### src/hdl/alpha_texture_blitter_core_macros.svh
// Assertion macros used by the alpha texture blitter core
`ifndef ALPHA_TEXTURE_BLITTER_CORE_MACROS_SVH
`define ALPHA_TEXTURE_BLITTER_CORE_MACROS_SVH

`ifndef SYNTHESIS

// When the condition holds, the consequence holds in the same cycle
`define ATB_ASSERT_IMPLIES(label, clk, rst_n, cond, cons) \
    label: assert property (@(posedge clk) disable iff (!(rst_n)) (cond) |-> (cons)) \
        else $error("atb assertion failed");

// When the condition holds, the consequence holds in the next cycle
`define ATB_ASSERT_NEXT(label, clk, rst_n, cond, cons) \
    label: assert property (@(posedge clk) disable iff (!(rst_n)) (cond) |=> (cons)) \
        else $error("atb assertion failed");

// The condition never holds
`define ATB_ASSERT_NEVER(label, clk, rst_n, cond) \
    label: assert property (@(posedge clk) disable iff (!(rst_n)) !(cond)) \
        else $error("atb assertion failed");

`else

`define ATB_ASSERT_IMPLIES(label, clk, rst_n, cond, cons)
`define ATB_ASSERT_NEXT(label, clk, rst_n, cond, cons)
`define ATB_ASSERT_NEVER(label, clk, rst_n, cond)

`endif

`endif

### src/hdl/atb_pkg.sv
// Shared types, constants and the channel blend function of the alpha texture blitter
`timescale 1ns / 1ps

package atb_pkg;

    // Default frame and texture dimension limits
    localparam int FRAME_DIM_MAX_DEF = 256;
    localparam int TEX_DIM_MAX_DEF   = 256;

    // Field widths
    localparam int CH_W        = 8;
    localparam int COORD_W     = 8;
    localparam int DIM_REG_W   = 9;
    localparam int ORG_W       = 8;
    localparam int CFG_IDX_W   = 3;
    localparam int CFG_DATA_W  = 9;
    localparam int PIX_W       = 4 * CH_W;

    localparam logic [CH_W-1:0] ALPHA_OPAQUE = 8'd255;
    localparam logic [CH_W-1:0] ALPHA_CLEAR  = 8'd0;

    // Output queue sizing
    localparam int OUTQ_DEPTH = 4;
    localparam int OUTQ_PTR_W = $clog2(OUTQ_DEPTH);
    localparam int OUTQ_CNT_W = $clog2(OUTQ_DEPTH + 1);

    // Configuration register indexes
    typedef enum logic [CFG_IDX_W-1:0] {
        REG_FRAME_WIDTH  = 3'd0,
        REG_FRAME_HEIGHT = 3'd1,
        REG_ORIGIN_X     = 3'd2,
        REG_ORIGIN_Y     = 3'd3,
        REG_TEX_WIDTH    = 3'd4,
        REG_TEX_HEIGHT   = 3'd5,
        REG_HAS_ALPHA    = 3'd6
    } t_cfg_reg;

    // Request kinds
    typedef enum logic {
        REQ_BLIT = 1'b0,
        REQ_READ = 1'b1
    } t_req;

    // Stored pixel, red in the low byte
    typedef struct packed {
        logic [CH_W-1:0] alpha;
        logic [CH_W-1:0] blue;
        logic [CH_W-1:0] green;
        logic [CH_W-1:0] red;
    } t_pix;

    // Item state carried from address generation to the blend stage
    typedef struct packed {
        logic               is_read;
        logic               in_frame;
        logic [COORD_W-1:0] x;
        logic [COORD_W-1:0] y;
        logic [CH_W-1:0]    red;
        logic [CH_W-1:0]    green;
        logic [CH_W-1:0]    blue;
        logic [CH_W-1:0]    alpha;
    } t_s1_info;

    // One result item
    typedef struct packed {
        logic [COORD_W-1:0] x;
        logic [COORD_W-1:0] y;
        t_pix               pix;
        logic               is_read;
    } t_result;

    // ((a+1)*src + (255-a)*dst) >> 8
    function automatic logic [CH_W-1:0] mix_channel(
        input logic [CH_W-1:0] src,
        input logic [CH_W-1:0] dst,
        input logic [CH_W-1:0] a
    );
        logic [CH_W:0]    a_inc;
        logic [CH_W-1:0]  a_inv;
        logic [16:0]      p_src;
        logic [16:0]      p_dst;
        logic [16:0]      sum;
        a_inc = {1'b0, a} + 9'd1;
        a_inv = ALPHA_OPAQUE - a;
        p_src = 17'(a_inc) * 17'(src);
        p_dst = 17'(a_inv) * 17'(dst);
        sum   = p_src + p_dst;
        return sum[15:8];
    endfunction

endpackage

### src/hdl/atb_out_q.sv
// Small result queue that decouples the pipeline from the output stall
`timescale 1ns / 1ps

module atb_out_q (
    input  logic                           i_clk,
    input  logic                           i_rst_n,
    input  logic                           i_push,
    input  atb_pkg::t_result               i_data,
    input  logic                           i_pop,
    output logic                           o_valid,
    output atb_pkg::t_result               o_data,
    output logic [atb_pkg::OUTQ_CNT_W-1:0] o_count
);
    import atb_pkg::*;

    t_result                 r_entries [0:OUTQ_DEPTH-1];
    logic [OUTQ_PTR_W-1:0]   r_wr_ptr;
    logic [OUTQ_PTR_W-1:0]   r_rd_ptr;
    logic [OUTQ_CNT_W-1:0]   r_count;
    logic                    do_pop;

    assign do_pop = i_pop && (r_count != '0);

    // Advance pointers and count
    always_ff @(posedge i_clk) begin
        if (!i_rst_n) begin
            r_wr_ptr <= '0;
            r_rd_ptr <= '0;
            r_count  <= '0;
        end else begin
            if (i_push) begin
                r_wr_ptr <= r_wr_ptr + OUTQ_PTR_W'(1);
            end
            if (do_pop) begin
                r_rd_ptr <= r_rd_ptr + OUTQ_PTR_W'(1);
            end
            r_count <= r_count + OUTQ_CNT_W'(i_push) - OUTQ_CNT_W'(do_pop);
        end
    end

    // Store the pushed item
    always_ff @(posedge i_clk) begin
        if (i_push) begin
            r_entries[r_wr_ptr] <= i_data;
        end
    end

    assign o_valid = (r_count != '0);
    assign o_data  = r_entries[r_rd_ptr];
    assign o_count = r_count;

endmodule
### config.mk
export PLATFORM = sky130hd
export DESIGN_NAME = atb_out_q
export DESIGN_NICKNAME = d
export VERILOG_FILES = /design/src/hdl/alpha_texture_blitter_core_macros.svh /design/src/hdl/atb_pkg.sv /design/src/hdl/atb_out_q.sv
export SDC_FILE = /design/constraint.sdc
export NUM_CORES = 1
export LEC_CHECK = 0
export BUFFER_PORTS_ARGS = -buffer_cell sky130_fd_sc_hd__buf_2
export CAP_MARGIN = 20
export CELL_PAD_IN_SITES_DETAIL_PLACEMENT = 1
export CELL_PAD_IN_SITES_GLOBAL_PLACEMENT = 2
export CORE_MARGIN = 5
export CORE_UTILIZATION = 48
export DETAILED_ROUTE_END_ITERATION = 10
export GPL_ROUTABILITY_DRIVEN = 0
export GPL_TIMING_DRIVEN = 0
export PLACE_DENSITY_LB_ADDON = 0.08
export SETUP_SLACK_MARGIN = 0.4
export SYNTH_ARGS = -nofsm -noshare
export SYNTH_HDL_FRONTEND = slang
export SYNTH_SLANG_ARGS = --single-unit
### constraint.sdc
create_clock -name i_clk -period 4.5 [get_ports i_clk]
set_input_delay 0.45 -clock i_clk [delete_from_list [all_inputs] [get_ports i_clk]]
set_output_delay 0.45 -clock i_clk [all_outputs]
set_load 0.01 [all_outputs]
==> summary.txt <==
status: finished clean
first-pass GRT wire length: 21880 um
Final nets: 488
hold wc startpoint: i_data[28]
Hold Buf Count CTS: 0
Synthesis Warnings: 0
final critical-path share of the clock period: 0.5591
async set-or-reset flop fraction in the synthesized netlist: 0
DR pass1 iterations: 4
core area: 15310 um^2
reg2reg end: o_count[2]
Setup-failing EPs final: 0
Static Leak: 0.003057 uW
Routed WL: 14260 um
top cells by count, synth: edfxtp_1 (196), mux4_2 (47), dfxtp_1 (9)
sequential share of the synthesized area: 0.8023
Clock Sinks: 205
Overflow after GRT: 0
vias: 3436
Gate power share: 0.189
largest net degree at the start of global routing: 50
final worst slack: 1.984 ns
worst vdd ir: 0.0004166 V
sw frac: 0.2380
Inserted Clock Buffers: 21
Max stage delay on crit path: 0.40 ns
crit path cell chain: buf_2 > buf_2 > mux4_2 > buf_2
Routed Antenna Nets: 0
syn_nets: 360
fillcell total: 1332
post-cts resize count: 0
Worst path slowest cell: dfxtp_1
share of cells above drive strength 1: 0.4269
setup TNS: 0 ns
Cells after Synth: 300
Flop pwr share: 0.481
WHS Path Cells: 1
CP Max Fanout: 10
Max Clock Skew: 0.005024 ns
Initial DRC Count: 270
Mean Syn Cell Area: 25.20 um^2
Int Pwr: 3562 uW
ranking of synthesized cells by area: edfxtp_1 (78%), mux4_2 (14%), dfxtp_1 (2.4%)
RR Startpoint: o_count[1]
Synth Flop Type: edfxtp_1
Clock transition at path regs: 0.06 ns
Slew Limit Fails: 0
cell accounting for the most synthesized area: edfxtp_1
# diodes: 0
routed len/inst: 21.97 um
DPL Wire Length: 8685 um
antenna violations before repair: 1
crit path kind: reg2out
Crit. End Element: primary output
Total Power: 4675 uW
clock root buffer: clkbuf_16
Min Hold Slack: 0.1796 ns
vias in the first global route: 3862
share of the synthesized area in the top cell type: 0.7784
clock tree buffer depth: 3
CP arrival: 2.07 ns
Max Cap Viol: 0
Ports: 106
worst hold path endpoint: r_entries[1][28]
Hold Vio Cnt, Final: 0
Chip Height: 135.5 um
dpl ws: 2.425 ns
FF-to-FF setup slack: 2.42 ns
fmax: 397.5 MHz
vias per cell: 5.294
Tmin final: 2.516 ns
Post-synth EDFFs: 196
RSZ-0062 raised after global routing: false
port bufs: 105
Area Overhead vs Synth: 18.48%
cell depth of the worst flop-to-flop path: 7
class of the worst hold path: in2reg
most frequent cell after synthesis: edfxtp_1
GRT Total Usage: 0.1589
worst-skew pair later-pin latency: 0.48 ns
Synth cell types: 22
Req. time, crit path: 4.05 ns
power share of the clock group: 0.331
Worst Max-Slew Pin Slew: 0.8009 ns
Residual DRC: 0
synthesized flop and latch total: 205
Initial Util: 0.4937
CP most frequent cell: buf_2
Setup Fix Bufs, Post-CTS: 0
crit start category: flip-flop
die width: 135.5 um
PD cells: 521.8 nW/um^2
Mapped Area: 7561 um^2
CTS tree: done
H-tree depth: 1
worst relative slew slack: 0.4660
die area: 18360 um^2
Psw: 1113 uW
FP Rows: 45
==> per-stage QoR <==
step                      utilization  instances  instance area (um^2)
after CTS                      0.5850        649                  8959
after detailed placement       0.5459        616                  8361
final                          0.5850        649                  8959
after global routing           0.5850        649                  8959
after floorplan                     -        300                  7561
after global placement         0.5453        616                  8351
==> worst max-delay path by stage <==
stage           startpoint         endpoint  slack [ns]  depth (start not counted)
6_report         flip-flop       o_data[45]        1.98                          4
5_1_grt          flip-flop       o_data[45]        1.85                          4
4_1_cts          flip-flop       o_data[45]        1.90                          4
3_5_place_dp     flip-flop       o_data[45]        2.42                          4
3_3_place_gp        i_push  r_entries[1][7]        1.27                          2
2_1_floorplan  r_wr_ptr[0]  r_entries[2][0]        2.38                          3
==> state kept, by name (all words and copies together) (netlist names), named ones only <==
name / flops
r_wr_ptr: 2
r_rd_ptr: 2
o_count: 3
r_entries: 196
==> cell usage in the layout, fill, tap and decap left out <==
cell and count:
xor2_1 1, buf_4 3, clkinv_1 3, bufinv_16 1, dfxtp_1 9, mux2i_1 4, xnor3_1 1, clkinv_2 1
o311ai_0 1, o31a_1 1, buf_12 2, buf_1 3, nand2b_1 2, nand2_1 2, buf_2 107, and2_4 4
mux4_2 47, mux4_1 2, fa_1 1, inv_1 6, or3_1 1, clkbuf_16 21, nor2b_1 1, clkbuf_1 7
ha_1 6, and2_1 4, buf_6 1, edfxtp_1 196
==> routing by layer <==
| layer | global-route usage | vias to the layer above | share of wire |
|---|---|---|---|
| li1 | - | 1530 | - |
| met1 | 0.1955 | 1805 | 0.40 |
| met2 | 0.2865 | 79 | 0.53 |
| met3 | 0.03380 | 20 | 0.050 |
| met4 | 0.04143 | 2 | 0.016 |
| met5 | 0 | - | 0.00091 |
==> final cells by class <==
type                    instances  area, um^2  share of cell area
plain buffers                  11       95.09             0.01061
clock buffers                  28       551.8             0.06159
clock inverters                 5       46.29            0.005168
inverters                       6       22.52            0.002514
multi-input cells              78        1388              0.1549
flip-flops and latches        205        6066              0.6771
well taps                     211       264.0             0.02947
repair buffers                105       525.5             0.05866
==> power groups by stage <==
stage / clock network, uW / logic (uW) / registers, uW
finish: 1550 / 881 / 2250
global route: 1680 / 963 / 2260
CTS: 1590 / 911 / 2250
detailed placement: 0 / 906 / 2290
global placement: 0 / 889 / 2280
floorplan: 0 / 591 / 2280
==> cell families (layout without fill, tap and decap cells) <==
family,after synthesis,in the layout,share of synthesized area
muxes,53,53,0.1522
AOI/OAI and AO/OA,2,2,0.002317
DFF,205,205,0.8022
buffers and inverters,17,155,0.01555
xor gates and xnor gates,2,2,0.004137
adders and majority gates,7,7,0.01258
and+or+nand+nor,14,14,0.01092
==> worst max-delay path, delay by kind of cell, from the launching register on <==
kind | cells | cell delay (ns)
buffers and inverters | 3 | 0.80
flip-flops | 1 | 0.40
multiplexers | 1 | 0.37
Power figures use the tool's default switching activity.
