**src/hdl/alpha_texture_blitter_core_macros.svh**
```systemverilog
// Assertion macros used by the alpha texture blitter core
`ifndef ALPHA_TEXTURE_BLITTER_CORE_MACROS_SVH
`define ALPHA_TEXTURE_BLITTER_CORE_MACROS_SVH

`ifndef SYNTHESIS

// When the condition holds, the consequence holds in the same cycle
`define ATB_ASSERT_IMPLIES(label, clk, rst_n, cond, cons) \
    label: assert property (@(posedge clk) disable iff (!(rst_n)) (cond) |-> (cons)) \
        else $error("atb assertion failed");

// When the condition holds, the consequence holds in the next cycle
`define ATB_ASSERT_NEXT(label, clk, rst_n, cond, cons) \
    label: assert property (@(posedge clk) disable iff (!(rst_n)) (cond) |=> (cons)) \
        else $error("atb assertion failed");

// The condition never holds
`define ATB_ASSERT_NEVER(label, clk, rst_n, cond) \
    label: assert property (@(posedge clk) disable iff (!(rst_n)) !(cond)) \
        else $error("atb assertion failed");

`else

`define ATB_ASSERT_IMPLIES(label, clk, rst_n, cond, cons)
`define ATB_ASSERT_NEXT(label, clk, rst_n, cond, cons)
`define ATB_ASSERT_NEVER(label, clk, rst_n, cond)

`endif

`endif

```
**src/hdl/atb_pkg.sv**
```systemverilog
// Shared types, constants and the channel blend function of the alpha texture blitter
`timescale 1ns / 1ps

package atb_pkg;

    // Default frame and texture dimension limits
    localparam int FRAME_DIM_MAX_DEF = 256;
    localparam int TEX_DIM_MAX_DEF   = 256;

    // Field widths
    localparam int CH_W        = 8;
    localparam int COORD_W     = 8;
    localparam int DIM_REG_W   = 9;
    localparam int ORG_W       = 8;
    localparam int CFG_IDX_W   = 3;
    localparam int CFG_DATA_W  = 9;
    localparam int PIX_W       = 4 * CH_W;

    localparam logic [CH_W-1:0] ALPHA_OPAQUE = 8'd255;
    localparam logic [CH_W-1:0] ALPHA_CLEAR  = 8'd0;

    // Output queue sizing
    localparam int OUTQ_DEPTH = 4;
    localparam int OUTQ_PTR_W = $clog2(OUTQ_DEPTH);
    localparam int OUTQ_CNT_W = $clog2(OUTQ_DEPTH + 1);

    // Configuration register indexes
    typedef enum logic [CFG_IDX_W-1:0] {
        REG_FRAME_WIDTH  = 3'd0,
        REG_FRAME_HEIGHT = 3'd1,
        REG_ORIGIN_X     = 3'd2,
        REG_ORIGIN_Y     = 3'd3,
        REG_TEX_WIDTH    = 3'd4,
        REG_TEX_HEIGHT   = 3'd5,
        REG_HAS_ALPHA    = 3'd6
    } t_cfg_reg;

    // Request kinds
    typedef enum logic {
        REQ_BLIT = 1'b0,
        REQ_READ = 1'b1
    } t_req;

    // Stored pixel, red in the low byte
    typedef struct packed {
        logic [CH_W-1:0] alpha;
        logic [CH_W-1:0] blue;
        logic [CH_W-1:0] green;
        logic [CH_W-1:0] red;
    } t_pix;

    // Item state carried from address generation to the blend stage
    typedef struct packed {
        logic               is_read;
        logic               in_frame;
        logic [COORD_W-1:0] x;
        logic [COORD_W-1:0] y;
        logic [CH_W-1:0]    red;
        logic [CH_W-1:0]    green;
        logic [CH_W-1:0]    blue;
        logic [CH_W-1:0]    alpha;
    } t_s1_info;

    // One result item
    typedef struct packed {
        logic [COORD_W-1:0] x;
        logic [COORD_W-1:0] y;
        t_pix               pix;
        logic               is_read;
    } t_result;

    // ((a+1)*src + (255-a)*dst) >> 8
    function automatic logic [CH_W-1:0] mix_channel(
        input logic [CH_W-1:0] src,
        input logic [CH_W-1:0] dst,
        input logic [CH_W-1:0] a
    );
        logic [CH_W:0]    a_inc;
        logic [CH_W-1:0]  a_inv;
        logic [16:0]      p_src;
        logic [16:0]      p_dst;
        logic [16:0]      sum;
        a_inc = {1'b0, a} + 9'd1;
        a_inv = ALPHA_OPAQUE - a;
        p_src = 17'(a_inc) * 17'(src);
        p_dst = 17'(a_inv) * 17'(dst);
        sum   = p_src + p_dst;
        return sum[15:8];
    endfunction

endpackage

```
**src/hdl/atb_addr_gen.sv**
```systemverilog
// Configuration registers, texel walk, clipping and frame address generation
`timescale 1ns / 1ps

module atb_addr_gen #(
    parameter int FRAME_DIM_MAX = atb_pkg::FRAME_DIM_MAX_DEF,
    parameter int TEX_DIM_MAX   = atb_pkg::TEX_DIM_MAX_DEF
) (
    input  logic                                           i_clk,
    input  logic                                           i_rst_n,
    input  logic                                           i_cfg_we,
    input  logic [atb_pkg::CFG_IDX_W-1:0]                  i_cfg_idx,
    input  logic [atb_pkg::CFG_DATA_W-1:0]                 i_cfg_data,
    input  logic                                           i_accept,
    input  logic                                           i_req_type,
    input  logic                                           i_first_texel,
    input  logic [atb_pkg::CH_W-1:0]                       i_src_red,
    input  logic [atb_pkg::CH_W-1:0]                       i_src_green,
    input  logic [atb_pkg::CH_W-1:0]                       i_src_blue,
    input  logic [atb_pkg::CH_W-1:0]                       i_src_alpha,
    input  logic [atb_pkg::COORD_W-1:0]                    i_read_x,
    input  logic [atb_pkg::COORD_W-1:0]                    i_read_y,
    output logic                                           o_rd_en,
    output logic [$clog2(FRAME_DIM_MAX*FRAME_DIM_MAX)-1:0] o_rd_addr,
    output logic                                           o_s1_valid,
    output logic [$clog2(FRAME_DIM_MAX*FRAME_DIM_MAX)-1:0] o_s1_addr,
    output atb_pkg::t_s1_info                              o_s1_info
);
    import atb_pkg::*;

    localparam int DEPTH = FRAME_DIM_MAX * FRAME_DIM_MAX;
    localparam int AW    = $clog2(DEPTH);
    localparam int X_W   = $clog2(FRAME_DIM_MAX);
    localparam int FD_W  = $clog2(FRAME_DIM_MAX + 1);
    localparam int TC_W  = $clog2(TEX_DIM_MAX);
    localparam int TD_W  = $clog2(TEX_DIM_MAX + 1);
    localparam int PX_W  = ((TD_W > ORG_W) ? TD_W : ORG_W) + 1;
    localparam int CW0   = (PX_W > FD_W) ? PX_W : FD_W;
    localparam int CW    = (CW0 > DIM_REG_W) ? CW0 : DIM_REG_W;

    logic [DIM_REG_W-1:0] r_frame_width;
    logic [DIM_REG_W-1:0] r_frame_height;
    logic [ORG_W-1:0]     r_origin_x;
    logic [ORG_W-1:0]     r_origin_y;
    logic [DIM_REG_W-1:0] r_tex_width;
    logic [DIM_REG_W-1:0] r_tex_height;
    logic                 r_has_alpha;

    logic [TC_W-1:0]      r_col;
    logic [TD_W-1:0]      r_row;
    logic [TC_W-1:0]      n_col;
    logic [TD_W-1:0]      n_row;

    logic                 r_s1_valid;
    logic [AW-1:0]        r_s1_addr;
    t_s1_info             r_s1_info;

    logic [CW-1:0]        fw_c, fh_c, tw_c, th_c, tw_raw, th_raw;
    logic [TC_W-1:0]      col_e;
    logic [TD_W-1:0]      row_e;
    logic [CW-1:0]        col_inc;
    logic                 wrap;
    logic                 done;
    logic [CW-1:0]        px_c, py_c, rx_c, ry_c;
    logic                 blit_inside;
    logic                 read_inside;
    logic                 is_rd;
    logic [CH_W-1:0]      a_eff;
    logic [X_W-1:0]       col_idx, row_idx;
    logic [AW-1:0]        addr;
    logic                 produce;

    // Configuration writes
    always_ff @(posedge i_clk) begin
        if (!i_rst_n) begin
            r_frame_width  <= 9'd256;
            r_frame_height <= 9'd256;
            r_origin_x     <= '0;
            r_origin_y     <= '0;
            r_tex_width    <= 9'd1;
            r_tex_height   <= 9'd1;
            r_has_alpha    <= 1'b1;
        end else if (i_cfg_we) begin
            unique case (t_cfg_reg'(i_cfg_idx))
                REG_FRAME_WIDTH:  r_frame_width  <= i_cfg_data;
                REG_FRAME_HEIGHT: r_frame_height <= i_cfg_data;
                REG_ORIGIN_X:     r_origin_x     <= i_cfg_data[ORG_W-1:0];
                REG_ORIGIN_Y:     r_origin_y     <= i_cfg_data[ORG_W-1:0];
                REG_TEX_WIDTH:    r_tex_width    <= i_cfg_data;
                REG_TEX_HEIGHT:   r_tex_height   <= i_cfg_data;
                REG_HAS_ALPHA:    r_has_alpha    <= i_cfg_data[0];
                default: ;
            endcase
        end
    end

    // Saturate the frame and texture sizes, forcing a zero texture size to one
    always_comb begin
        fw_c   = (CW'(r_frame_width) > CW'(FRAME_DIM_MAX)) ? CW'(FRAME_DIM_MAX)
                                                           : CW'(r_frame_width);
        fh_c   = (CW'(r_frame_height) > CW'(FRAME_DIM_MAX)) ? CW'(FRAME_DIM_MAX)
                                                            : CW'(r_frame_height);
        tw_raw = CW'(r_tex_width);
        th_raw = CW'(r_tex_height);
        if (tw_raw > CW'(TEX_DIM_MAX)) begin
            tw_c = CW'(TEX_DIM_MAX);
        end else if (tw_raw == '0) begin
            tw_c = CW'(1);
        end else begin
            tw_c = tw_raw;
        end
        if (th_raw > CW'(TEX_DIM_MAX)) begin
            th_c = CW'(TEX_DIM_MAX);
        end else if (th_raw == '0) begin
            th_c = CW'(1);
        end else begin
            th_c = th_raw;
        end
    end

    // Texel position, clipping and address
    always_comb begin
        is_rd   = (t_req'(i_req_type) == REQ_READ);
        col_e   = i_first_texel ? '0 : r_col;
        row_e   = i_first_texel ? '0 : r_row;
        done    = (CW'(row_e) >= th_c) || (CW'(col_e) >= tw_c);
        col_inc = CW'(col_e) + CW'(1);
        wrap    = (col_inc >= tw_c);
        n_col   = wrap ? '0 : col_inc[TC_W-1:0];
        n_row   = wrap ? row_e + TD_W'(1) : row_e;

        px_c        = CW'(r_origin_x) + CW'(col_e);
        py_c        = CW'(r_origin_y) + CW'(row_e);
        rx_c        = CW'(i_read_x);
        ry_c        = CW'(i_read_y);
        blit_inside = (px_c < fw_c) && (py_c < fh_c);
        read_inside = (rx_c < fw_c) && (ry_c < fh_c);
        a_eff       = r_has_alpha ? i_src_alpha : ALPHA_OPAQUE;

        col_idx = is_rd ? rx_c[X_W-1:0] : px_c[X_W-1:0];
        row_idx = is_rd ? ry_c[X_W-1:0] : py_c[X_W-1:0];
        addr    = AW'(row_idx) * AW'(FRAME_DIM_MAX) + AW'(col_idx);
        produce = is_rd || (!done && blit_inside && (a_eff != ALPHA_CLEAR));
    end

    // Advance the texel position on each accepted blit item; it holds once the walk is done
    always_ff @(posedge i_clk) begin
        if (!i_rst_n) begin
            r_col <= '0;
            r_row <= '0;
        end else if (i_accept && !is_rd) begin
            r_col <= done ? col_e : n_col;
            r_row <= done ? row_e : n_row;
        end
    end

    // Stage register toward the blend stage
    always_ff @(posedge i_clk) begin
        if (!i_rst_n) begin
            r_s1_valid <= 1'b0;
        end else begin
            r_s1_valid <= i_accept && produce;
        end
    end

    always_ff @(posedge i_clk) begin
        if (i_accept) begin
            r_s1_addr           <= addr;
            r_s1_info.is_read   <= is_rd;
            r_s1_info.in_frame  <= read_inside;
            r_s1_info.x         <= is_rd ? i_read_x : px_c[COORD_W-1:0];
            r_s1_info.y         <= is_rd ? i_read_y : py_c[COORD_W-1:0];
            r_s1_info.red       <= i_src_red;
            r_s1_info.green     <= i_src_green;
            r_s1_info.blue      <= i_src_blue;
            r_s1_info.alpha     <= a_eff;
        end
    end

    assign o_rd_en    = i_accept && produce;
    assign o_rd_addr  = addr;
    assign o_s1_valid = r_s1_valid;
    assign o_s1_addr  = r_s1_addr;
    assign o_s1_info  = r_s1_info;

endmodule

```
**config.mk**
```make
export PLATFORM = sky130hd
export DESIGN_NAME = atb_addr_gen
export DESIGN_NICKNAME = d
export VERILOG_FILES = /design/src/hdl/alpha_texture_blitter_core_macros.svh /design/src/hdl/atb_pkg.sv /design/src/hdl/atb_addr_gen.sv
export SDC_FILE = /design/constraint.sdc
export NUM_CORES = 1
export LEC_CHECK = 0
export ABC_AREA = 1
export BUFFER_PORTS_ARGS = -buffer_cell sky130_fd_sc_hd__buf_2
export CAP_MARGIN = 0
export CORE_AREA = 2 2 178 145
export CTS_BUF_LIST = sky130_fd_sc_hd__clkbuf_8
export CTS_CLUSTER_DIAMETER = 150
export DETAILED_ROUTE_END_ITERATION = 7
export DIE_AREA = 0 0 180 147
export PLACE_DENSITY_LB_ADDON = 0.15
export SLEW_MARGIN = 10
export SYNTH_ARGS = -nofsm -noshare
export SYNTH_HDL_FRONTEND = slang
export SYNTH_SLANG_ARGS = --single-unit
```
**constraint.sdc**
```tcl
create_clock -name i_clk -period 8.3 [get_ports i_clk]
set_input_delay 1.245 -clock i_clk [delete_from_list [all_inputs] [get_ports i_clk]]
set_output_delay 1.245 -clock i_clk [all_outputs]
set_load 0.01 [all_outputs]
```
==> run metrics, run 1 <==
Required @ worst endpoint=7.05 ns; core area=24800 sq um; fraction of layout instances using a drive strength above 1=0.187; yosys warns=0; type of the worst setup path=input port to output port; WHS=0.467 ns; Max Cap Viol=0; Tot Pwr=1.52 mW; vias in the first global route=6314; CTS max path bufs=2; switching share of power=0.327; Post-Syn Nets=1114; Clock Skew=0.0120 ns; number of gates resized after CTS=0; setup slack, reg-to-reg=4.65 ns; fin. max-slew vios=0; hold crit path type=flip-flop to flip-flop; clock-pin slew on the worst setup and hold paths=0.08 ns; min cycle time layout=5.78 ns; initial core utilization=0.296; die area=26500 sq um; DRT Pass-1 Iters=5; GR Util All Layers=0.168; Mapped Area=7340 sq um; CTS Hold Bufs=0; Detail Route Antenna Nets=0; Combinational Power Share=0.190; largest net degree at the start of global routing=59; GR Util met2=0.248; dpl hpwl=16.6 mm; DRC violations left=0; commonest cells after routing, fill and taps aside=244 x nand2_1, 149 x buf_2, 140 x nor2_1; dpl cells=1422; clock root cell=clkbuf_8; PwrDens=175 nW/um^2; Synth-to-Final Area Change=18.2%; nets=1246; Internal Dissipation=1.02 mW; Startpoint Class=input port; Final Cycle Share=0.697; die height=147 um; max frequency=0.173 GHz; Net Switching=0.497 mW; register area=2920 sq um; final setup fails=0; worst-path fanout max=14; vias=6794; Distinct cells, synth=45; Sink Count=121; commonest non-fill, non-tap cell in the layout=nand2_1; TritonCTS clock tree=yes; Vias/cell=4.67; status=finished clean; later-pin clock latency in the skew report=0.45 ns; setup TNS=0 ns; FILL cells=2713; PortBufs=149; P_leak=4.28 nW; IO Pins=150; global-route wire length before repair=34.8 mm; drt wl/cell=15.2 um; post-CTS setup buffer count=0; number of synthesized flops with an enable pin=50; Antenna diodes=0; Main synth FF type=dfxtp_1; initial drt markers=469; M3 GR Usage=0.0382; Clock power frac=0.370; CP arrival=4.54 ns; worst rel slew slack=0.458; busiest grt layer=met2; initial antenna violation count=0; Layout Cells excl Fill=1454; critical path capture point type=output port; number of buffers created by CTS=17; Seq/Total Area, Yosys=0.398; num rows=52; met1 Usage GRT=0.248; ys async rst share=0; Yosys reg bits=121; Synth Instances=985; Die W=180 um; H-tree level count=4; final wirelength=22.1 mm; Placer Congestion=0.856; area occupied by multi-input gates=3710 sq um; Max VDD drop=0.0871 mV; total global routing overflow=0; RSZ-0062 raised after global routing=false; Synth Area per Inst=7.46 sq um; register share of total power=0.441; slew at the pin closest to its max-slew limit=0.810 ns; Final Hold Viols=0
## cells in the mapped netlist, types with 7 or more instances
master,number,share of area
a21oi_1,61,0.042
buf_4,17,0.017
clkbuf_1,18,0.0092
dfxtp_1,71,0.19
edfxtp_1,50,0.20
ha_1,63,0.11
inv_1,120,0.061
nand2_1,244,0.12
nand3_1,42,0.029
nand4_1,12,0.010
nor2_1,140,0.072
nor4_1,7,0.0060
o21ai_0,59,0.040
o21bai_1,7,0.0072
xor2_1,11,0.013
## stage by stage
step	utilization	setup slack [ns]	area, sq um
2_1_floorplan	-	3.42	7340
3_3_place_gp	0.334	2.67	8280
3_5_place_dp	0.334	2.55	8280
6_report	0.350	2.52	8680
5_1_grt	0.350	2.15	8680
4_1_cts	0.350	2.53	8680
## flip-flops by register name, summed over array words and instances (netlist names), 9 cells and up
register and cells:
o_s1_addr 16, r_tex_width 9, o_s1_info 34, r_row 9
r_frame_height 9, r_frame_width 9, r_tex_height 9
## path summary, 6_finish.rpt
| check | from | end | depth (start not counted) |
|---|---|---|---|
| min reg2reg | r_row[7] | r_row[7] | 2 |
| max | i_first_texel | o_rd_en | 23 |
| min | r_row[7] | r_row[7] | 2 |
| max reg2reg | r_col[0] | r_col[0] | 17 |
## routing by layer
metal  wire [um]  share of wire  vias to the layer above
li1            -              -                     3464
met1       11400           0.52                     3099
met2        9010           0.41                      212
met3        1430          0.065                       19
met4         251          0.011                        0
met5           0              0                        -
## cell type report
| cell class | count | share of cell area |
|---|---|---|
| tap | 324 | 0.0467 |
| clock buffer | 17 | 0.0269 |
| timing repair buffer | 152 | 0.0885 |
| sequential | 121 | 0.337 |
| multi-input combinational | 699 | 0.427 |
| clock inverter | 15 | 0.0190 |
| inverter | 126 | 0.0548 |
## kinds of logic after synthesis
family | share of synthesized area
and+or+nand+nor | 0.265
adders and majority gates | 0.107
buffers and inverters | 0.0966
xor gates and xnor gates | 0.0167
DFF | 0.398
AOI/OAI and AO/OA | 0.116
## worst max-delay path, cell delays in order
cell and delay, ns:
buf_2 0.21, inv_2 0.29, nand2_1 0.18, nor2_1 0.23, inv_1 0.07, nand2_1 0.06, inv_1 0.04, ha_1 0.17
or2_2 0.33, a21oi_1 0.16, xor2_1 0.22, inv_1 0.07, ha_1 0.31, a21oi_1 0.15, nand2_1 0.07, nand2_1 0.06
a21oi_1 0.08, nor2_1 0.11, nand3_1 0.08, nand2_1 0.08, nand2_1 0.09, inv_1 0.10, buf_2 0.14
## power groups by stage
stage | Sequential [mW] | Clock, mW | Combinational [mW]
2_1_floorplan | 0.690 | 0 | 0.179
3_3_place_gp | 0.684 | 0 | 0.288
3_5_place_dp | 0.684 | 0 | 0.288
4_1_cts | 0.670 | 0.577 | 0.289
5_1_grt | 0.674 | 0.600 | 0.325
6_report | 0.670 | 0.561 | 0.288
No activity file was read; power rests on OpenSTA's default activity.
==> run 2, diff against run 1 <==
==> constraint.sdc (replaced) <==
create_clock -name i_clk -period 5.6 [get_ports i_clk]
set_input_delay 0.84 -clock i_clk [delete_from_list [all_inputs] [get_ports i_clk]]
set_output_delay 0.84 -clock i_clk [all_outputs]
set_load 0.01 [all_outputs]
==> run 2 against run 1 <==
Clock power rose by 52%. Global-route usage fell by 0.18 points. Critical path depth did not move. First-iteration DRC count fell by 14%. Wire length fell by 2.1%. Register-to-register slack got worse by 2.1 ns. Sequential share of layout area fell by 0.18 points. Utilization rose by 0.19 points. Clock skew rose by 0.00050 ns. Die area did not move. Highest routed layer unchanged.
==> run metrics, run 2 (synthesis gave the netlist of run 1 again) <==
drt wl/cell=14.8 um (-2.3%); commonest cells after routing, fill and taps aside=244 x nand2_1, 149 x buf_2, 140 x nor2_1; Clock Skew=0.0125 ns (+0.000500 ns); PwrDens=260 nW/um^2 (+49%); initial core utilization=0.296 (unchanged); final wirelength=21.6 mm (-2.1%); DRC violations left=0 (unchanged); fin. max-slew vios=0 (unchanged); vias=6693 (-1.5%); Antenna diodes=0 (unchanged); Largest stage delay, worst path=0.34 ns (about the same); slew at the pin closest to its max-slew limit=0.734 ns (-0.0763 ns); critical path capture point type=output port; CP arrival=4.12 ns (-0.42 ns); hold crit path type=flip-flop to flip-flop; CP Cell Sequence=buf_2 > inv_2 > nand2_1 > nor2_1 > inv_1 > nand2_1 > inv_1 > ha_1 > or2_2 > a21oi_1 > xor2_1 > inv_1 > ha_1 > a21oi_1 > nand2_1 > nand2_1 > a21oi_1 > nor2_1 > nand3_1 > nand2_1 > nand2_1 > inv_1 > buf_2; later-pin clock latency in the skew report=0.45 ns (about the same); CTS max path bufs=2 (unchanged); IO Pins=150 (unchanged); initial antenna violation count=0 (unchanged); vias in the first global route=6182 (-2.1%); setup TNS=0 ns (unchanged); number of flip-flops in the largest register=34 (unchanged); R2R Path Start=r_col[0]; global-route wire length before repair=34.3 mm (-1.3%); TritonCTS clock tree=yes; Vias/cell=4.59 (-1.7%); Hold Crit Start=r_origin_y[6]; Final Cycle Share=0.886; total global routing overflow=0 (unchanged); Max VDD drop=0.120 mV (+37%); dpl hpwl=16.6 mm (+0.11%); worst rel slew slack=0.509 (+0.0507); Sink Count=121 (unchanged); fraction of layout instances using a drive strength above 1=0.189 (+0.00215); P_leak=4.31 nW (+0.59%); worst-path fanout max=14 (unchanged); H-tree level count=4 (unchanged); Top cell by count, worst path=nand2_1; Layout Utilization=0.352 (+0.00192); Required @ worst endpoint=4.76 ns (-2.29 ns); CP max stage cell=or2_2; Placer Congestion=0.862 (+0.72%); clock root cell=clkbuf_8; die height=147 um (unchanged); CTS Hold Bufs=0 (unchanged); final setup fails=0 (unchanged); commonest non-fill, non-tap cell in the layout=nand2_1; die area=26500 sq um (unchanged); initial drt markers=401 (-14%); RSZ-0062 raised after global routing=false; Die W=180 um (unchanged); nets=1249 (+0.24%); GR Util All Layers=0.166 (-0.00178); Synth-to-Final Area Change=18.9%; Critical Path Source=i_first_texel; Final Hold Viols=0 (unchanged); Tot Pwr=2.27 mW (+50%); post-CTS setup buffer count=0 (unchanged); min cycle time layout=4.96 ns; type of the worst setup path=input port to output port; Startpoint Class=input port; clock-pin slew on the worst setup and hold paths=0.08 ns (about the same); core area=24800 sq um (unchanged); DRT Pass-1 Iters=7 (+2); FILL cells=2695 (-0.66%); largest net degree at the start of global routing=59 (unchanged); Max Cap Viol=0 (unchanged); status=finished clean; num rows=52 (unchanged); number of gates resized after CTS=0 (unchanged); max frequency=0.202 GHz; PortBufs=149 (unchanged); Detail Route Antenna Nets=0 (unchanged); number of buffers created by CTS=17 (unchanged)
==> run 2: changes by cell type in the layout (fill, tap and decap cells not counted) <==
cell,before,now
bufinv_16,2,3
clkinv_4,2,3
inv_6,5,4
clkinv_2,2,1
buf_4,3,6
==> run 2: worst max-delay path: cells and delay by family <==
family	cells	cell delay, ns
buf+inv	7	0.93
fa+ha+maj	2	0.48
xor+xnor	1	0.23
compound gates	3	0.40
simple gates	10	1.23
==> run 2: final timing paths <==
kind	depth (start not counted)	to	slack, ns
max	23	o_rd_en	0.64
max reg2reg	19	r_row[8]	2.57
min	2	r_origin_y[6]	0.47
min reg2reg	2	r_origin_y[6]	0.47
==> run 2: stage by stage <==
step           std cells  worst slack [ns]  instance area [sq um]  hold WS (ns)
6_report            1457             0.640                   8730         0.468
5_1_grt             1457             0.328                   8730         0.485
4_1_cts             1457             0.659                   8730         0.471
3_5_place_dp        1425             0.664                   8310         0.456
3_3_place_gp        1425             0.779                   8310         0.457
2_1_floorplan        985              1.53                   7340         0.428
==> run 2: report_power, final <==
group / switching [mW] / internal, mW / leakage [nW] / total [mW]
clock: 0.402 / 0.449 / 0.206 / 0.851
sequential: 0.0244 / 0.969 / 1.07 / 0.993
combinational: 0.282 / 0.147 / 3.03 / 0.428
==> run 2: routing by layer <==
layer,global-route usage,vias to the layer above,share of wire
met1,0.247,3016,0.53
met5,0,-,0
met4,0.0419,0,0.0098
met3,0.0369,13,0.056
met2,0.243,192,0.40
li1,-,3472,-
==> run 2: layout make-up <==
type,count,area (sq um),area share
Multi-Input combinational cell,699,3710,0.425
Sequential cell,121,2920,0.335
Timing Repair Buffer,155,791,0.0906
Inverter,126,475,0.0545
Tap cell,324,405,0.0464
Clock buffer,17,234,0.0268
Clock inverter,15,190,0.0218
