===== src/hdl/alpha_texture_blitter_core_macros.svh =====
// Assertion macros used by the alpha texture blitter core
`ifndef ALPHA_TEXTURE_BLITTER_CORE_MACROS_SVH
`define ALPHA_TEXTURE_BLITTER_CORE_MACROS_SVH

`ifndef SYNTHESIS

// When the condition holds, the consequence holds in the same cycle
`define ATB_ASSERT_IMPLIES(label, clk, rst_n, cond, cons) \
    label: assert property (@(posedge clk) disable iff (!(rst_n)) (cond) |-> (cons)) \
        else $error("atb assertion failed");

// When the condition holds, the consequence holds in the next cycle
`define ATB_ASSERT_NEXT(label, clk, rst_n, cond, cons) \
    label: assert property (@(posedge clk) disable iff (!(rst_n)) (cond) |=> (cons)) \
        else $error("atb assertion failed");

// The condition never holds
`define ATB_ASSERT_NEVER(label, clk, rst_n, cond) \
    label: assert property (@(posedge clk) disable iff (!(rst_n)) !(cond)) \
        else $error("atb assertion failed");

`else

`define ATB_ASSERT_IMPLIES(label, clk, rst_n, cond, cons)
`define ATB_ASSERT_NEXT(label, clk, rst_n, cond, cons)
`define ATB_ASSERT_NEVER(label, clk, rst_n, cond)

`endif

`endif


===== src/hdl/atb_pkg.sv =====
// Shared types, constants and the channel blend function of the alpha texture blitter
`timescale 1ns / 1ps

package atb_pkg;

    // Default frame and texture dimension limits
    localparam int FRAME_DIM_MAX_DEF = 256;
    localparam int TEX_DIM_MAX_DEF   = 256;

    // Field widths
    localparam int CH_W        = 8;
    localparam int COORD_W     = 8;
    localparam int DIM_REG_W   = 9;
    localparam int ORG_W       = 8;
    localparam int CFG_IDX_W   = 3;
    localparam int CFG_DATA_W  = 9;
    localparam int PIX_W       = 4 * CH_W;

    localparam logic [CH_W-1:0] ALPHA_OPAQUE = 8'd255;
    localparam logic [CH_W-1:0] ALPHA_CLEAR  = 8'd0;

    // Output queue sizing
    localparam int OUTQ_DEPTH = 4;
    localparam int OUTQ_PTR_W = $clog2(OUTQ_DEPTH);
    localparam int OUTQ_CNT_W = $clog2(OUTQ_DEPTH + 1);

    // Configuration register indexes
    typedef enum logic [CFG_IDX_W-1:0] {
        REG_FRAME_WIDTH  = 3'd0,
        REG_FRAME_HEIGHT = 3'd1,
        REG_ORIGIN_X     = 3'd2,
        REG_ORIGIN_Y     = 3'd3,
        REG_TEX_WIDTH    = 3'd4,
        REG_TEX_HEIGHT   = 3'd5,
        REG_HAS_ALPHA    = 3'd6
    } t_cfg_reg;

    // Request kinds
    typedef enum logic {
        REQ_BLIT = 1'b0,
        REQ_READ = 1'b1
    } t_req;

    // Stored pixel, red in the low byte
    typedef struct packed {
        logic [CH_W-1:0] alpha;
        logic [CH_W-1:0] blue;
        logic [CH_W-1:0] green;
        logic [CH_W-1:0] red;
    } t_pix;

    // Item state carried from address generation to the blend stage
    typedef struct packed {
        logic               is_read;
        logic               in_frame;
        logic [COORD_W-1:0] x;
        logic [COORD_W-1:0] y;
        logic [CH_W-1:0]    red;
        logic [CH_W-1:0]    green;
        logic [CH_W-1:0]    blue;
        logic [CH_W-1:0]    alpha;
    } t_s1_info;

    // One result item
    typedef struct packed {
        logic [COORD_W-1:0] x;
        logic [COORD_W-1:0] y;
        t_pix               pix;
        logic               is_read;
    } t_result;

    // ((a+1)*src + (255-a)*dst) >> 8
    function automatic logic [CH_W-1:0] mix_channel(
        input logic [CH_W-1:0] src,
        input logic [CH_W-1:0] dst,
        input logic [CH_W-1:0] a
    );
        logic [CH_W:0]    a_inc;
        logic [CH_W-1:0]  a_inv;
        logic [16:0]      p_src;
        logic [16:0]      p_dst;
        logic [16:0]      sum;
        a_inc = {1'b0, a} + 9'd1;
        a_inv = ALPHA_OPAQUE - a;
        p_src = 17'(a_inc) * 17'(src);
        p_dst = 17'(a_inv) * 17'(dst);
        sum   = p_src + p_dst;
        return sum[15:8];
    endfunction

endpackage


===== src/hdl/atb_blend.sv =====
// Read-modify-write stage: forwarding, per-channel blend and write-back
`timescale 1ns / 1ps

module atb_blend #(
    parameter int FRAME_DIM_MAX = atb_pkg::FRAME_DIM_MAX_DEF
) (
    input  logic                                           i_clk,
    input  logic                                           i_rst_n,
    input  logic                                           i_rd_en,
    input  logic [$clog2(FRAME_DIM_MAX*FRAME_DIM_MAX)-1:0] i_rd_addr,
    input  logic                                           i_s1_valid,
    input  logic [$clog2(FRAME_DIM_MAX*FRAME_DIM_MAX)-1:0] i_s1_addr,
    input  atb_pkg::t_s1_info                              i_s1_info,
    input  atb_pkg::t_pix                                  i_mem_data,
    output logic                                           o_wr_en,
    output logic [$clog2(FRAME_DIM_MAX*FRAME_DIM_MAX)-1:0] o_wr_addr,
    output atb_pkg::t_pix                                  o_wr_data,
    output logic                                           o_push,
    output atb_pkg::t_result                               o_result
);
    import atb_pkg::*;

    logic r_fwd_hit;
    t_pix r_fwd_data;
    t_pix dst;
    t_pix new_pix;

    // Pick the latest value of the pixel and form the result
    always_comb begin
        dst = r_fwd_hit ? r_fwd_data : i_mem_data;
        if (i_s1_info.is_read) begin
            new_pix = i_s1_info.in_frame ? dst : '0;
        end else if (i_s1_info.alpha == ALPHA_OPAQUE) begin
            new_pix.red   = i_s1_info.red;
            new_pix.green = i_s1_info.green;
            new_pix.blue  = i_s1_info.blue;
            new_pix.alpha = ALPHA_OPAQUE;
        end else begin
            new_pix.red   = mix_channel(i_s1_info.red, dst.red, i_s1_info.alpha);
            new_pix.green = mix_channel(i_s1_info.green, dst.green, i_s1_info.alpha);
            new_pix.blue  = mix_channel(i_s1_info.blue, dst.blue, i_s1_info.alpha);
            new_pix.alpha = ALPHA_OPAQUE;
        end
    end

    assign o_wr_en   = i_s1_valid && !i_s1_info.is_read;
    assign o_wr_addr = i_s1_addr;
    assign o_wr_data = new_pix;

    // Forward a write that lands on the entry being read in the same cycle
    always_ff @(posedge i_clk) begin
        if (!i_rst_n) begin
            r_fwd_hit <= 1'b0;
        end else begin
            r_fwd_hit <= o_wr_en && i_rd_en && (i_s1_addr == i_rd_addr);
        end
    end

    always_ff @(posedge i_clk) begin
        r_fwd_data <= new_pix;
    end

    assign o_push           = i_s1_valid;
    assign o_result.x       = i_s1_info.x;
    assign o_result.y       = i_s1_info.y;
    assign o_result.pix     = new_pix;
    assign o_result.is_read = i_s1_info.is_read;

endmodule


===== config.mk =====
export PLATFORM = sky130hd
export DESIGN_NAME = atb_blend
export DESIGN_NICKNAME = d
export VERILOG_FILES = /design/src/hdl/alpha_texture_blitter_core_macros.svh /design/src/hdl/atb_pkg.sv /design/src/hdl/atb_blend.sv
export SDC_FILE = /design/constraint.sdc
export NUM_CORES = 1
export LEC_CHECK = 0
export BUFFER_PORTS_ARGS = -buffer_cell sky130_fd_sc_hd__buf_2
export CAP_MARGIN = 40
export CELL_PAD_IN_SITES_DETAIL_PLACEMENT = 0
export CELL_PAD_IN_SITES_GLOBAL_PLACEMENT = 2
export CORE_ASPECT_RATIO = 0.9
export CORE_UTILIZATION = 37
export CTS_CLUSTER_DIAMETER = 100
export DETAILED_ROUTE_END_ITERATION = 12
export PLACE_DENSITY_LB_ADDON = 0.1
export SLEW_MARGIN = 20
export SYNTH_ARGS = -nofsm -noshare
export SYNTH_HDL_FRONTEND = slang
export SYNTH_SLANG_ARGS = --single-unit
export TNS_END_PERCENT = 30

===== constraint.sdc =====
create_clock -name i_clk -period 14.35 [get_ports i_clk]
set_input_delay 2.87 -clock i_clk [delete_from_list [all_inputs] [get_ports i_clk]]
set_output_delay 2.87 -clock i_clk [all_outputs]
set_load 0.02 [all_outputs]

==> results of run 1 <==
[worst max-delay path: stages]
cell and delay [ns]:
buf_2 0.13, ha_1 0.28, nand2_1 0.13, nor2_1 0.18, xor2_2 0.61, buf_4 0.40
nand2_1 0.13, fa_1 0.51, fa_1 0.55, inv_1 0.05, fa_1 0.48, fa_1 0.47
fa_1 0.52, inv_1 0.05, fa_1 0.47, inv_1 0.04, ha_1 0.32, and3_1 0.23
a221oi_2 0.68, a211oi_1 0.20, o21a_1 0.20, o31ai_1 0.44, buf_2 0.26
[registers in the layout, summed over array words and instances (netlist names)]
register    flops
r_fwd_data     32
r_fwd_hit       1
[Yosys cell counts (22+ instances only)]
cell type  number  area share [%]
or2_2          52             2.1
fa_1          300              39
inv_1         409             9.9
dfxtp_1        33             4.3
nor2b_1        22            0.89
buf_4          68             3.3
mux2i_1        36             2.3
clkbuf_1       53             1.3
o21ai_0        27            0.87
nor2_1        164             4.0
nand2_1       106             2.6
xnor2_1        35             2.0
ha_1          181              15
and2_1        115             4.6
[through the flow]
stage / std cells / worst slack (ns) / cell area [um2]
final: 2435 / 1.28 / 17000
after global routing: 2434 / 1.05 / 17000
after CTS: 2433 / 1.37 / 17000
after detailed placement: 2425 / 1.40 / 16800
after global placement: 2418 / 1.17 / 16700
after floorplan: 1791 / 2.17 / 15500
[final cells by class]
cell class                 count  area share, %
multi-input combinational   1213           74.3
inverter                     409           9.04
timing repair buffer         231           7.71
tap                          540           3.98
sequential                    33           3.90
clock buffer                   5          0.737
clock inverter                 3          0.273
antenna                        1         0.0147
[logic make-up after synthesis]
logic type | count (synthesis) | synth area share [%]
AND/OR/NAND/NOR | 530 | 16.9
adder cells (fa/ha/maj) | 481 | 53.2
XOR/XNOR | 45 | 2.54
multiplexers | 40 | 2.77
buffers and inverters | 545 | 14.9
flip-flops | 33 | 4.25
AO/OA/AOI/OAI | 117 | 5.39
[layout by cell type (no fill, tap or decap), types with 13 or more instances in the layout]
cell	instances
a21oi_1	21
and2_1	115
buf_2	187
buf_4	40
dfxtp_1	32
fa_1	300
ha_1	181
inv_1	409
mux2i_1	36
nand2_1	106
nand3_1	13
nor2_1	163
nor2b_1	22
nor3_1	15
o21ai_0	27
or2_2	52
xnor2_1	32
[path summary, 6_finish.rpt]
kind	endpoint	slack [ns]	from
worst min-delay path	r_fwd_data[28]	0.59	r_fwd_data[28]
worst min register to register	r_fwd_data[28]	0.59	r_fwd_data[28]
worst max register to register	r_fwd_data[4]	7.37	r_fwd_hit
worst max-delay path	o_result[5]	1.28	i_s1_info[0]
[per-layer routing]
layer | vias to the layer above | share of wire, % | track usage (%) | wire length, um
met2 | 354 | 41 | 31.1 | 17600
met5 | - | 0 | 0 | 0
li1 | 5546 | - | - | -
met4 | 0 | 1.5 | 3.52 | 632
met1 | 5670 | 51 | 33.7 | 22000
met3 | 35 | 6.9 | 3.72 | 2970
==> impl_metrics.env, run 1 <==
export IMPL_status="finished clean"
export IMPL_viasPerCell=4.77
export IMPL_crit_path_end_kind="output port"
export IMPL_grt_pass1_vias=12198
export IMPL_synth_flop_cell="dfxtp_1"
export IMPL_min_period_ns=13.07
export IMPL_whs_ns=0.590
export IMPL_core_um2=41000
export IMPL_synthToLayoutAreaGrowth_pct=9.29
export IMPL_cts_sinks=33
export IMPL_multi_input_area_um2=12600
export IMPL_clockBufferDepth=2
export IMPL_drv_slew=0
export IMPL_hold_viol=0
export IMPL_layout_drive_gt1_share_pct=16.3
export IMPL_seq_area_frac_synth_pct=4.25
export IMPL_clkLatencyLatePin_ns=0.31
export IMPL_nets=2492
export IMPL_grt_pass1_wl_um=70400
export IMPL_cts_root_buf="clkbuf_16"
export IMPL_yosys_cell_types_count=62
export IMPL_die_h_um=196
export IMPL_firstDrtPassIters=4
export IMPL_vias=11605
export IMPL_critical_path_required_ns=11.48
export IMPL_totalWireLength_um=43200
export IMPL_finalSetupTns_ns=0
export IMPL_start_util_pct=37.9
export IMPL_antenna_found_initial=0
export IMPL_synth_area_um2=15500
export IMPL_drc=0
export IMPL_dp_hpwl_um=35200
export IMPL_pin_count=217
export IMPL_gp_congestion=0.829
export IMPL_relSlewSlack_pct=44.0
export IMPL_grt_setup_unrepaired="no"
export IMPL_async_flop_share_pct=0
export IMPL_syn_inst=1791
export IMPL_cts_made_buffers=5
export IMPL_ys_ff_latch=33
export IMPL_post_cts_resized=0
export IMPL_die_area_um2=42800
export IMPL_seq_area_um2=662
export IMPL_setup_viol=0
export IMPL_start_kind="input port"
export IMPL_synth_avg_cell_area_um2=8.68
export IMPL_grt_use_total_pct=21.6
export IMPL_fp_row_count=70
export IMPL_fin_crit_sh_pct=91.1
export IMPL_die_x_um=218
export IMPL_htreeDepth=2
export IMPL_wl_per_cell_um=17.7
export IMPL_fill_cells=4219
export IMPL_tightest_slew_ns=0.823
export IMPL_hp_class="reg -> reg"
export IMPL_rr_worst_depth=18
export IMPL_hold_buffers=0
export IMPL_fmax_mhz=76.5
export IMPL_syn_num_nets=2390
export IMPL_overflow=0
export IMPL_synth_enable_flop_cells=0
export IMPL_ant_nets=0
export IMPL_maxCapViolCount=0
export IMPL_final_util_pct=41.4
export IMPL_yosysWarnings=0
export IMPL_grt_max_degree=46
export IMPL_arrival_ns=10.20
export IMPL_skew_ns=0.00541
export IMPL_postCtsSetupBuffers=0
export IMPL_whs_path_depth=2
export IMPL_drt_iter0_markers=584
export IMPL_cts_tree="yes"
export IMPL_crit_type="in -> out"
export IMPL_clk_pin_slew_ns=0.06
export IMPL_worstPathMaxFanout=16
export IMPL_io_buffer_count=184
Power of run 1 is left out: the tool's default activity adds up to more than one toggle a clock period on the data nets, which glitch-free logic cannot reach.
==> inputs of run 2 (changes only) <==
--- a/config.mk
+++ b/config.mk
@@ -13,7 +13,7 @@
 export CORE_UTILIZATION = 37
 export CTS_CLUSTER_DIAMETER = 100
 export DETAILED_ROUTE_END_ITERATION = 12
-export PLACE_DENSITY_LB_ADDON = 0.1
+export PLACE_DENSITY = 0.94
 export SLEW_MARGIN = 20
 export SYNTH_ARGS = -nofsm -noshare
 export SYNTH_HDL_FRONTEND = slang
==> impl_metrics.env, run 2 (synthesis gave the netlist of run 1 again) <==
export IMPL_cts_sinks=33
export IMPL_firstDrtPassIters=5
export IMPL_crit_type="in -> out"
export IMPL_grt_pass1_vias=12685
export IMPL_grt_setup_unrepaired="no"
export IMPL_fmax_mhz=74.9
export IMPL_pin_count=217
export IMPL_cp_startpoint="i_s1_info[4]"
export IMPL_core_um2=41000
export IMPL_r2r_setup_slack_ns=7.26
export IMPL_largestRegisters="r_fwd_data x32, r_fwd_hit x1"
export IMPL_drc=0
export IMPL_htreeDepth=2
export IMPL_skew_ns=0.00937
export IMPL_wl_per_cell_um=17.1
export IMPL_cpPeakStageDelay_ns=0.69
export IMPL_crit_path_end_kind="output port"
export IMPL_cts_root_buf="clkbuf_16"
export IMPL_dp_cells=2421
export IMPL_clockBufferDepth=2
export IMPL_drt_iter0_markers=810
export IMPL_synthToLayoutAreaGrowth_pct=9.04
export IMPL_layout_drive_gt1_share_pct=16.2
export IMPL_setup_viol=0
export IMPL_relSlewSlack_pct=48.5
export IMPL_wl_met1_um=19400
export IMPL_dp_hpwl_um=34400
export IMPL_finalSetupTns_ns=0
export IMPL_largest_register_ffs=32
export IMPL_critPathBufInv=6
export IMPL_clk_pin_slew_ns=0.06
export IMPL_rr_worst_depth=19
export IMPL_cts_made_buffers=5
export IMPL_status="finished clean"
export IMPL_finalInstanceArea_um2=16900
export IMPL_final_cell_mix="inv_1 (409), fa_1 (300), buf_2 (185)"
export IMPL_antenna_found_initial=1
export IMPL_io_buffer_count=184
export IMPL_grt_pass1_wl_um=68800
export IMPL_vias=12090
export IMPL_fin_crit_sh_pct=93.0
export IMPL_cp_depth=24
export IMPL_viasPerCell=4.97
export IMPL_top_register="r_fwd_data"
export IMPL_grt_max_degree=40
export IMPL_hp_class="reg -> reg"
export IMPL_postCtsSetupBuffers=0
export IMPL_start_kind="input port"
export IMPL_maxCapViolCount=0
export IMPL_grt_use_total_pct=20.7
export IMPL_drv_slew=0
export IMPL_post_cts_resized=0
export IMPL_dpl_cell_area_um2=16800
export IMPL_reg2reg_from="r_fwd_hit"
export IMPL_worstPathMaxFanout=26
export IMPL_die_area_um2=42800
export IMPL_hold_buffers=0
export IMPL_wl_met3_um=3190
export IMPL_final_common_cell="inv_1"
export IMPL_crit_family="adder cells"
export IMPL_die_h_um=196
export IMPL_critical_path_required_ns=11.48
export IMPL_hold_viol=0
export IMPL_topRoutingLayerUsed="met4"
export IMPL_clkLatencyLatePin_ns=0.31
export IMPL_nets=2489
export IMPL_reg2reg_to="r_fwd_data[12]"
export IMPL_instances_no_fill=2432
export IMPL_totalWireLength_um=41600
export IMPL_overflow=0
export IMPL_fp_row_count=70
export IMPL_tightest_slew_ns=0.758
export IMPL_die_x_um=218
export IMPL_ant_nets=0
export IMPL_crit_path_frequent_cell="fa_1"
export IMPL_cts_tree="yes"
export IMPL_start_util_pct=37.9
export IMPL_gp_congestion=0.887
export IMPL_crit_end="o_wr_data[12]"
export IMPL_crit_chain="buf_2 -> nand3_1 -> nor2_1 -> nand3_1 -> xnor2_2 -> buf_4 -> nand2_1 -> fa_1 -> fa_1 -> inv_1 -> fa_1 -> fa_1 -> fa_1 -> inv_1 -> fa_1 -> inv_1 -> ha_1 -> nand2_1 -> o211ai_1 -> a2111oi_0 -> o31ai_1 -> xnor2_1 -> o21ai_0 -> buf_2"
export IMPL_min_period_ns=13.35
export IMPL_critPathSlowestCell="a2111oi_0"
export IMPL_arrival_ns=10.48
export IMPL_wl_met2_um=18200
[run 2: cell types whose count changed in the layout (fill, tap and decap cells not counted), moves of 2 or more]
cell and delta:
buf_16 -2, buf_2 -2, buf_4 -4, buf_6 +3, buf_8 +2
[run 2: per-stage QoR]
step	setup WS, ns	util, %	hold WS (ns)
3_3_place_gp	1.26	40.7	0.568
3_5_place_dp	1.04	40.9	0.584
2_1_floorplan	2.17	-	0.806
4_1_cts	1.01	41.3	0.599
5_1_grt	0.534	41.3	0.636
6_report	1.00	41.3	0.596
[run 2: metal layers]
metal	track usage (%)	vias to the layer above
li1	-	5539
met1	30.3	6025
met2	31.6	487
met3	3.32	39
met4	4.87	0
met5	0	-
[run 2: cell type report]
| type | count | area (um2) |
|---|---|---|
| sequential | 33 | 662 |
| clock buffer | 5 | 125 |
| antenna | 1 | 2.50 |
| inverter | 409 | 1540 |
| fill | 4112 | 24000 |
| tap | 540 | 676 |
| clock inverter | 3 | 46.3 |
| timing repair buffer | 228 | 1280 |
| multi-input combinational | 1213 | 12600 |
[run 2: worst register-to-register path: stages (launching register included)]
cell,delay [ns]
dfxtp_2,0.67
buf_4,0.45
mux2i_2,0.74
or2_2,0.25
fa_1,0.44
fa_1,0.52
inv_1,0.06
fa_1,0.57
fa_1,0.44
fa_1,0.49
inv_1,0.05
fa_1,0.47
inv_1,0.04
ha_1,0.29
nand2_1,0.09
o211ai_1,0.14
a2111oi_0,0.69
o31ai_1,0.16
xnor2_1,0.15
o21ai_0,0.27
[run 2: how the worst min path moves through the flow]
stage                        start        endpoint  slack, ns  cells after the start
floorplan           r_fwd_data[24]  r_fwd_data[24]       0.81                      2
global placement    r_fwd_data[24]  r_fwd_data[24]       0.57                      2
detailed placement  r_fwd_data[31]  r_fwd_data[31]       0.58                      2
CTS                 r_fwd_data[31]  r_fwd_data[31]       0.60                      2
global route        r_fwd_data[28]  r_fwd_data[28]       0.64                      2
finish              r_fwd_data[28]  r_fwd_data[28]       0.60                      2
Power of run 2 is left out for the same reason.
==> inputs of run 3 (changes only) <==
==> constraint.sdc (replaced) <==
create_clock -name i_clk -period 13.6 [get_ports i_clk]
set_input_delay 2.72 -clock i_clk [delete_from_list [all_inputs] [get_ports i_clk]]
set_output_delay 2.72 -clock i_clk [all_outputs]
set_load 0.02 [all_outputs]
==> impl_metrics.env, run 3 (synthesis gave the netlist of run 1 again) <==
export IMPL_status="finished clean"
export IMPL_die_h_um=196
export IMPL_final_cell_mix="inv_1 (409), fa_1 (300), buf_2 (186)"
export IMPL_firstDrtPassIters=5
export IMPL_maxCapViolCount=0
export IMPL_drc=0
export IMPL_totalWireLength_um=41300
export IMPL_cpPeakStageDelay_ns=0.67
export IMPL_io_buffer_count=184
export IMPL_nets=2489
export IMPL_hp_class="reg -> reg"
export IMPL_hold_buffers=0
export IMPL_wl_per_cell_um=17.0
export IMPL_pin_count=217
export IMPL_cts_sinks=33
export IMPL_fin_crit_sh_pct=92.2
export IMPL_critical_path_required_ns=10.88
export IMPL_viasPerCell=4.94
export IMPL_largest_register_ffs=32
export IMPL_antenna_found_initial=0
export IMPL_gp_congestion=0.845
export IMPL_min_period_ns=12.54
export IMPL_finalSetupTns_ns=0
export IMPL_htreeDepth=2
export IMPL_post_cts_resized=0
export IMPL_layout_drive_gt1_share_pct=16.2
export IMPL_grt_setup_unrepaired="no"
export IMPL_synthToLayoutAreaGrowth_pct=9.10
export IMPL_drv_slew=0
export IMPL_fp_row_count=70
export IMPL_dp_hpwl_um=33800
export IMPL_critPathSlowestCell="xnor2_2"
export IMPL_start_kind="input port"
export IMPL_arrival_ns=9.82
export IMPL_fmax_mhz=79.8
export IMPL_setup_viol=0
export IMPL_overflow=0
export IMPL_die_x_um=218
export IMPL_ant_nets=0
export IMPL_final_common_cell="inv_1"
export IMPL_hold_viol=0
export IMPL_vias=11999
export IMPL_fill_cells=4149
export IMPL_clk_pin_slew_ns=0.06
export IMPL_grt_max_degree=45
export IMPL_crit_path_end_kind="output port"
export IMPL_start_util_pct=37.9
export IMPL_skew_ns=0.00793
export IMPL_core_um2=41000
export IMPL_cts_tree="yes"
export IMPL_grt_use_total_pct=20.7
export IMPL_crit_path_frequent_cell="fa_1"
export IMPL_cts_root_buf="clkbuf_16"
export IMPL_top_register="r_fwd_data"
export IMPL_crit_type="in -> out"
export IMPL_clockBufferDepth=2
export IMPL_tightest_slew_ns=0.895
export IMPL_antenna_cells=0
export IMPL_largestRegisters="r_fwd_data x32, r_fwd_hit x1"
export IMPL_relSlewSlack_pct=40.0
export IMPL_grt_pass1_wl_um=68900
export IMPL_final_util_pct=41.4
export IMPL_crit_chain="buf_2 -> nand3_1 -> nor2_1 -> nand3_1 -> xnor2_2 -> nand2_1 -> fa_1 -> fa_1 -> inv_1 -> fa_1 -> fa_1 -> fa_1 -> inv_1 -> fa_1 -> inv_1 -> ha_1 -> and3_1 -> a221oi_2 -> a211oi_1 -> o21a_1 -> o31ai_1 -> buf_2"
export IMPL_clkLatencyLatePin_ns=0.31
export IMPL_worstPathMaxFanout=10
export IMPL_cts_made_buffers=5
export IMPL_postCtsSetupBuffers=0
export IMPL_die_area_um2=42800
export IMPL_drt_iter0_markers=802
export IMPL_grt_pass1_vias=12728
run 3: layout make-up:
| class | count | area, um2 | area share [%] |
|---|---|---|---|
| clock buffers | 5 | 125 | 0.738 |
| clock inverters | 3 | 46.3 | 0.273 |
| inverters | 409 | 1540 | 9.06 |
| multi-input cells | 1213 | 12600 | 74.4 |
| flip-flops and latches | 33 | 662 | 3.90 |
| well taps | 540 | 676 | 3.99 |
| repair buffers | 228 | 1290 | 7.63 |
run 3: path summary, 6_finish.rpt:
path               endpoint  slack (ns)  cells after the start           start
min          r_fwd_data[26]        0.59                      2  r_fwd_data[26]
max            o_wr_data[4]        1.06                     22    i_s1_info[3]
max reg2reg   r_fwd_data[4]        6.67                     19       r_fwd_hit
min reg2reg  r_fwd_data[26]        0.59                      2  r_fwd_data[26]
run 3: critical path, delay by kind of cell:
kind | cells | cell delay (ns)
AND/OR/NAND/NOR | 5 | 1.04
buffers and inverters | 5 | 0.50
XOR/XNOR | 1 | 0.67
adder cells (fa/ha/maj) | 7 | 3.38
AO/OA/AOI/OAI | 4 | 1.49
run 3: layer usage:
metal  vias up  GRT usage [%]  share of wire (%)
met5         -              0                  0
met4         0           5.31                2.3
met3        41           2.84                7.2
met2       430           32.6                 45
met1      5979           29.6                 46
li1       5549              -                  -
run 3: stage by stage:
step           area (um2)  cells  setup slack, ns  hold slack [ns]
2_1_floorplan       15500   1791             1.72            0.806
3_3_place_gp        16700   2413             1.16            0.569
3_5_place_dp        16800   2421             1.14            0.580
4_1_cts             16900   2429             1.12            0.595
5_1_grt             17000   2431            0.616            0.648
6_report            17000   2431             1.06            0.590
Power of run 3 is left out for the same reason.
